File: config.mk
export PLATFORM = sky130hd
export DESIGN_NAME = thup_mac
export DESIGN_NICKNAME = d
export VERILOG_FILES = /design/src/rtl/core/thup_pkg.sv /design/src/rtl/core/thup_mac.sv
export SDC_FILE = /design/constraint.sdc
export NUM_CORES = 1
export LEC_CHECK = 0
export BUFFER_PORTS_ARGS = -buffer_cell sky130_fd_sc_hd__buf_2
export CAP_MARGIN = 20
export CORE_MARGIN = 1
export CORE_UTILIZATION = 41
export DETAILED_ROUTE_END_ITERATION = 8
export GPL_TIMING_DRIVEN = 0
export SKIP_LAST_GASP = 1
export SLEW_MARGIN = 10
export SYNTH_ARGS = -nofsm -noshare
export SYNTH_HDL_FRONTEND = slang
export SYNTH_SLANG_ARGS = --single-unit
File: constraint.sdc
create_clock -name clk -period 8.4 [get_ports clk]
set_clock_uncertainty 0.2 [all_clocks]
set_input_delay 0.42 -clock clk [delete_from_list [all_inputs] [get_ports clk]]
set_output_delay 0.42 -clock clk [all_outputs]
set_load 0.02 [all_outputs]
File: src/rtl/core/thup_pkg.sv
package thup_pkg;

  localparam int MUL_A_W = 18;
  localparam int MUL_B_W = 25;
  localparam int PROD_W  = MUL_A_W + MUL_B_W;
  localparam int ACC_W   = 34;

  localparam int SAMPLE_W  = 16;
  localparam int INDEX_W   = 10;
  localparam int FADDR_W   = 15;
  localparam int PADDR_W   = 4;
  localparam int PDATA_W   = 32;
  localparam int SCALE_W   = 24;
  localparam int PALETTE_W = 8;

  localparam logic [1:0] REG_RANGE_LOW  = 2'd0;
  localparam logic [1:0] REG_RANGE_HIGH = 2'd1;
  localparam logic [1:0] REG_NORM_SCALE = 2'd2;

  typedef struct packed {
    logic prod_en;
    logic acc_en;
    logic acc_clr;
  } mac_ctrl_t;

endpackage

File: src/rtl/core/thup_mac.sv
module thup_mac import thup_pkg::*; (
  input  logic                      clk,
  input  mac_ctrl_t                 ctrl,
  input  logic signed [MUL_A_W-1:0] a,
  input  logic signed [MUL_B_W-1:0] b,
  output logic signed [PROD_W-1:0]  prod,
  output logic signed [ACC_W-1:0]   acc
);

  logic signed [ACC_W-1:0] acc_base;

  assign acc_base = ctrl.acc_clr ? '0 : acc;

  always_ff @(posedge clk) begin
    if (ctrl.prod_en) begin
      prod <= a * b;
    end
    if (ctrl.acc_en) begin
      acc <= acc_base + $signed(prod[ACC_W-1:0]);
    end
  end

endmodule
After elaboration in Yosys (flattened, before gate mapping)

Index checks and enable logic that the tools add are counted.
Widths: inputs -> output; s select.

Register bits after elaboration: 77
Input bits: 47
Output and inout port bits: 77

Add/subtract/negate cells: 1
Multipliers: 1
Multiplexer cells: 1

Operator list:

| kind           | count |
|---|---|
| $mul 18x25->43 | 1 |
| $add 34x34->34 | 1 |
| $mux 34        | 1 |

Depth between registers and ports, before layout

Depth after elaboration: 2
Gate-level depth with buffers: 25

Least setup slack after synthesis

No wires, ideal clock.

Path kind: input to register
Start: in b[9]
End: reg prod[24] (data pin)
Data arrival time: 6.001 ns
Data required time: 7.940 ns
Slack: 1.939 ns
Stages on the path: 21
Path buffers: 2
Cell sequence: clkbuf_1 -> clkbuf_1 -> nand2_1 -> fa_1 -> fa_1 -> fa_1 -> fa_1 -> inv_1 -> fa_1 -> inv_1 -> fa_1 -> inv_1 -> ha_1 -> a21o_1 -> a21oi_2 -> o21ai_1 -> a31oi_1 -> a21oi_1 -> o311a_1 -> a211o_1 -> xor2_1

Longest elaborated chain between the ends: 1

Ends and longest elaborated chain:

| what                 | line           | RTL |
|---|---|---|
| start, declared      | thup_mac.sv:5  | `input logic signed [MUL_B_W-1:0] b,` |
| $mul 18x25->43       | thup_mac.sv:16 | `prod <= a * b;` |
| end signal, assigned | thup_mac.sv:16 |  |
| end, declared        | thup_mac.sv:6  | `output logic signed [PROD_W-1:0] prod,` |

No other way between the ends.
A chain may end at the register's enable or synchronous reset.

Worst setup path in the final report

Start: in b[9]
End: reg prod[36] (data pin)

Same word-level chain as after synthesis.

==> results.cfg <==
[outcome]
status = finished, final reports clean

[timing]
fin_crit_ns = 7.52
rsz0062_at_grt = false
tightest_slew_ns = 1.02
tns_ns = 0
setup_viol = 0
min_period_over_period_pct = 89.5
slew_headroom_pct = 32.0
slew_viol_final = 0
fmax_mhz = 133
fin_ws_ns = 0.878
hold_viol = 0

[logic_synthesis]
synth_nets = 2774
synth_area_um2 = 20100
avgSynthCellArea_um2 = 9.39
synth_edf_count = 77
yosysMostFrequentCell = inv_1
async_reset_ff_share_pct = 0
synth_area_leaders = fa_1, edfxtp_1, inv_1
synth.largest_area_cell = fa_1
synth.distinct_cells = 68
ys_seq_area_share_pct = 11.5
synth_top_area_share_pct = 43.9
synthTopCellsByCount = inv_1, fa_1, nand2_1
yosys_warnings = 0
synth_flop_cell = edfxtp_1
synth_seq_cells = 77
synth_cells = 2145

[critical_path]
arrival_ns = 7.44
critPathLaunchType = primary input
critPathMaxFanout = 10
crit_required_ns = 8.31
cp-end-kind = flip-flop
path_class = primary input to flip-flop

[floorplan]
core_region_area_um2 = 48100
die_h_um = 224
dieArea_um2 = 50000
die_width_um = 224
io_pins = 124
rows = 80
start_util_pct = 41.8

[global_routing]
busiest_layer = met2
met3_usage_pct = 3.40
groute.usage.overall_pct = 24.1
use_met2_pct = 43.0
use_met1_pct = 29.7
grt_pass1_wl_um = 90700
gr-total-overflow = 0
grt_max_degree = 44
grt_pass1_vias = 16300
antenna_found_initial = 1

[finish]
finish.utilization_pct = 45.3
final_nets = 2893
drive_gt1_share_pct = 6.74
diodes = 0
syn_to_final_growth_pct = 8.21

[route]
drc = 0
drt_iter0_drc = 847
ant_nets = 0
wl_um = 56400
vias_per_cell = 5.04
wire_per_inst_um = 19.3
vias = 14700
dr.pass1.iters = 5

[cts]
cts_setup_buffers = 0
cts_resized = 0
clkLatencyLatePin_ns = 0.37
clock_sinks = 77
holdBufCountCts = 0
cts.htree.levels = 3
cts_buffer_depth = 2
cts_tree = yes
clk_pin_slew_ns = 0.07
root_buffer = clkbuf_16
cts_made_buffers = 9

[place]
pre_cts_ws_ns = 0.536
hpwl_um = 48300
place_congestion = 0.949
io_buffers = 108

[min_path]
hold_class = primary input to flip-flop

[flow_run]
maxCapViolations = 0
## cells by family after synthesis
logic type | after synthesis | share of synthesized area (%)
buffers and inverters | 605 | 11.4
AND/OR/NAND/NOR | 607 | 14.6
adder cells (fa/ha/maj) | 582 | 52.6
flip-flops | 77 | 11.5
multiplexers | 1 | 0.0497
AO/OA/AOI/OAI | 199 | 6.66
XOR/XNOR | 74 | 3.22
## critical path: stages
cell and delay (ns):
clkbuf_1 0.51, clkbuf_1 0.57, nand2_1 0.19, fa_1 0.57
fa_1 0.60, fa_1 0.46, fa_1 0.56, inv_1 0.06
fa_1 0.48, inv_1 0.05, fa_1 0.48, inv_1 0.08
ha_1 0.36, a21o_1 0.22, a21oi_2 0.14, o21ai_1 0.09
a31oi_1 0.39, a31oi_1 0.23, nor2_2 0.41, o21ai_1 0.22
a41oi_1 0.29, xnor2_1 0.09
## per-stage QoR
step	cell area (um2)	hold slack (ns)	std cells
2_1_floorplan	20100	0.332	2145
3_3_place_gp	21500	0.368	2909
3_5_place_dp	21500	0.382	2909
4_1_cts	21800	0.325	2925
5_1_grt	21800	0.344	2925
6_report	21800	0.351	2925
## metal layers
metal  part of all wire (%)  wire length [um]
met5                      0                 0
met4                    3.6              2050
met3                    5.6              3150
met2                     50             28400
met1                     40             22800
## cell usage in the layout, fill, tap and decap left out, types with 4 or more instances in the layout
cell type,instances
ha_1,140
o21ai_0,30
edfxtp_1,77
a21oi_2,4
clkbuf_16,9
clkbuf_1,79
buf_2,110
o21bai_1,8
a21oi_1,59
xor2_1,21
nand2b_1,9
inv_1,519
fa_1,442
nor2b_1,39
a21o_1,38
nand3_1,15
a31oi_1,6
nand4_1,10
o21ai_1,5
o21a_1,15
nand2_1,292
xnor2_1,53
nor2_1,45
nor3_1,15
and2_1,165
## area by class of cell
| cell class | count | area, um2 |
|---|---|---|
| Tap cell | 656 | 821 |
| Inverter | 519 | 1950 |
| Clock inverter | 7 | 67.6 |
| Multi-Input combinational cell | 1463 | 15500 |
| Fill cell | 4709 | 26300 |
| Sequential cell | 77 | 2310 |
| Buffer | 86 | 354 |
| Clock buffer | 9 | 225 |
| Timing Repair Buffer | 108 | 541 |
## path summary, 6_finish.rpt
path,startpoint,to,slack [ns],cells past startpoint
worst max-delay path,b[9],prod[36]$_DFFE_PP_,0.88,22
worst min-delay path,b[0],prod[0]$_DFFE_PP_,0.35,2
worst max register to register,acc[0]$_DFFE_PP_,acc[30]$_DFFE_PP_,4.97,13
worst min register to register,prod[0]$_DFFE_PP_,acc[0]$_DFFE_PP_,0.38,1
## state kept, by name, indices dropped and copies added, names as in the netlist
register	flops
acc	34
prod	43
Power is not shown: default switching activity piles up to over one toggle a cycle in this logic, so the estimate is an artifact.
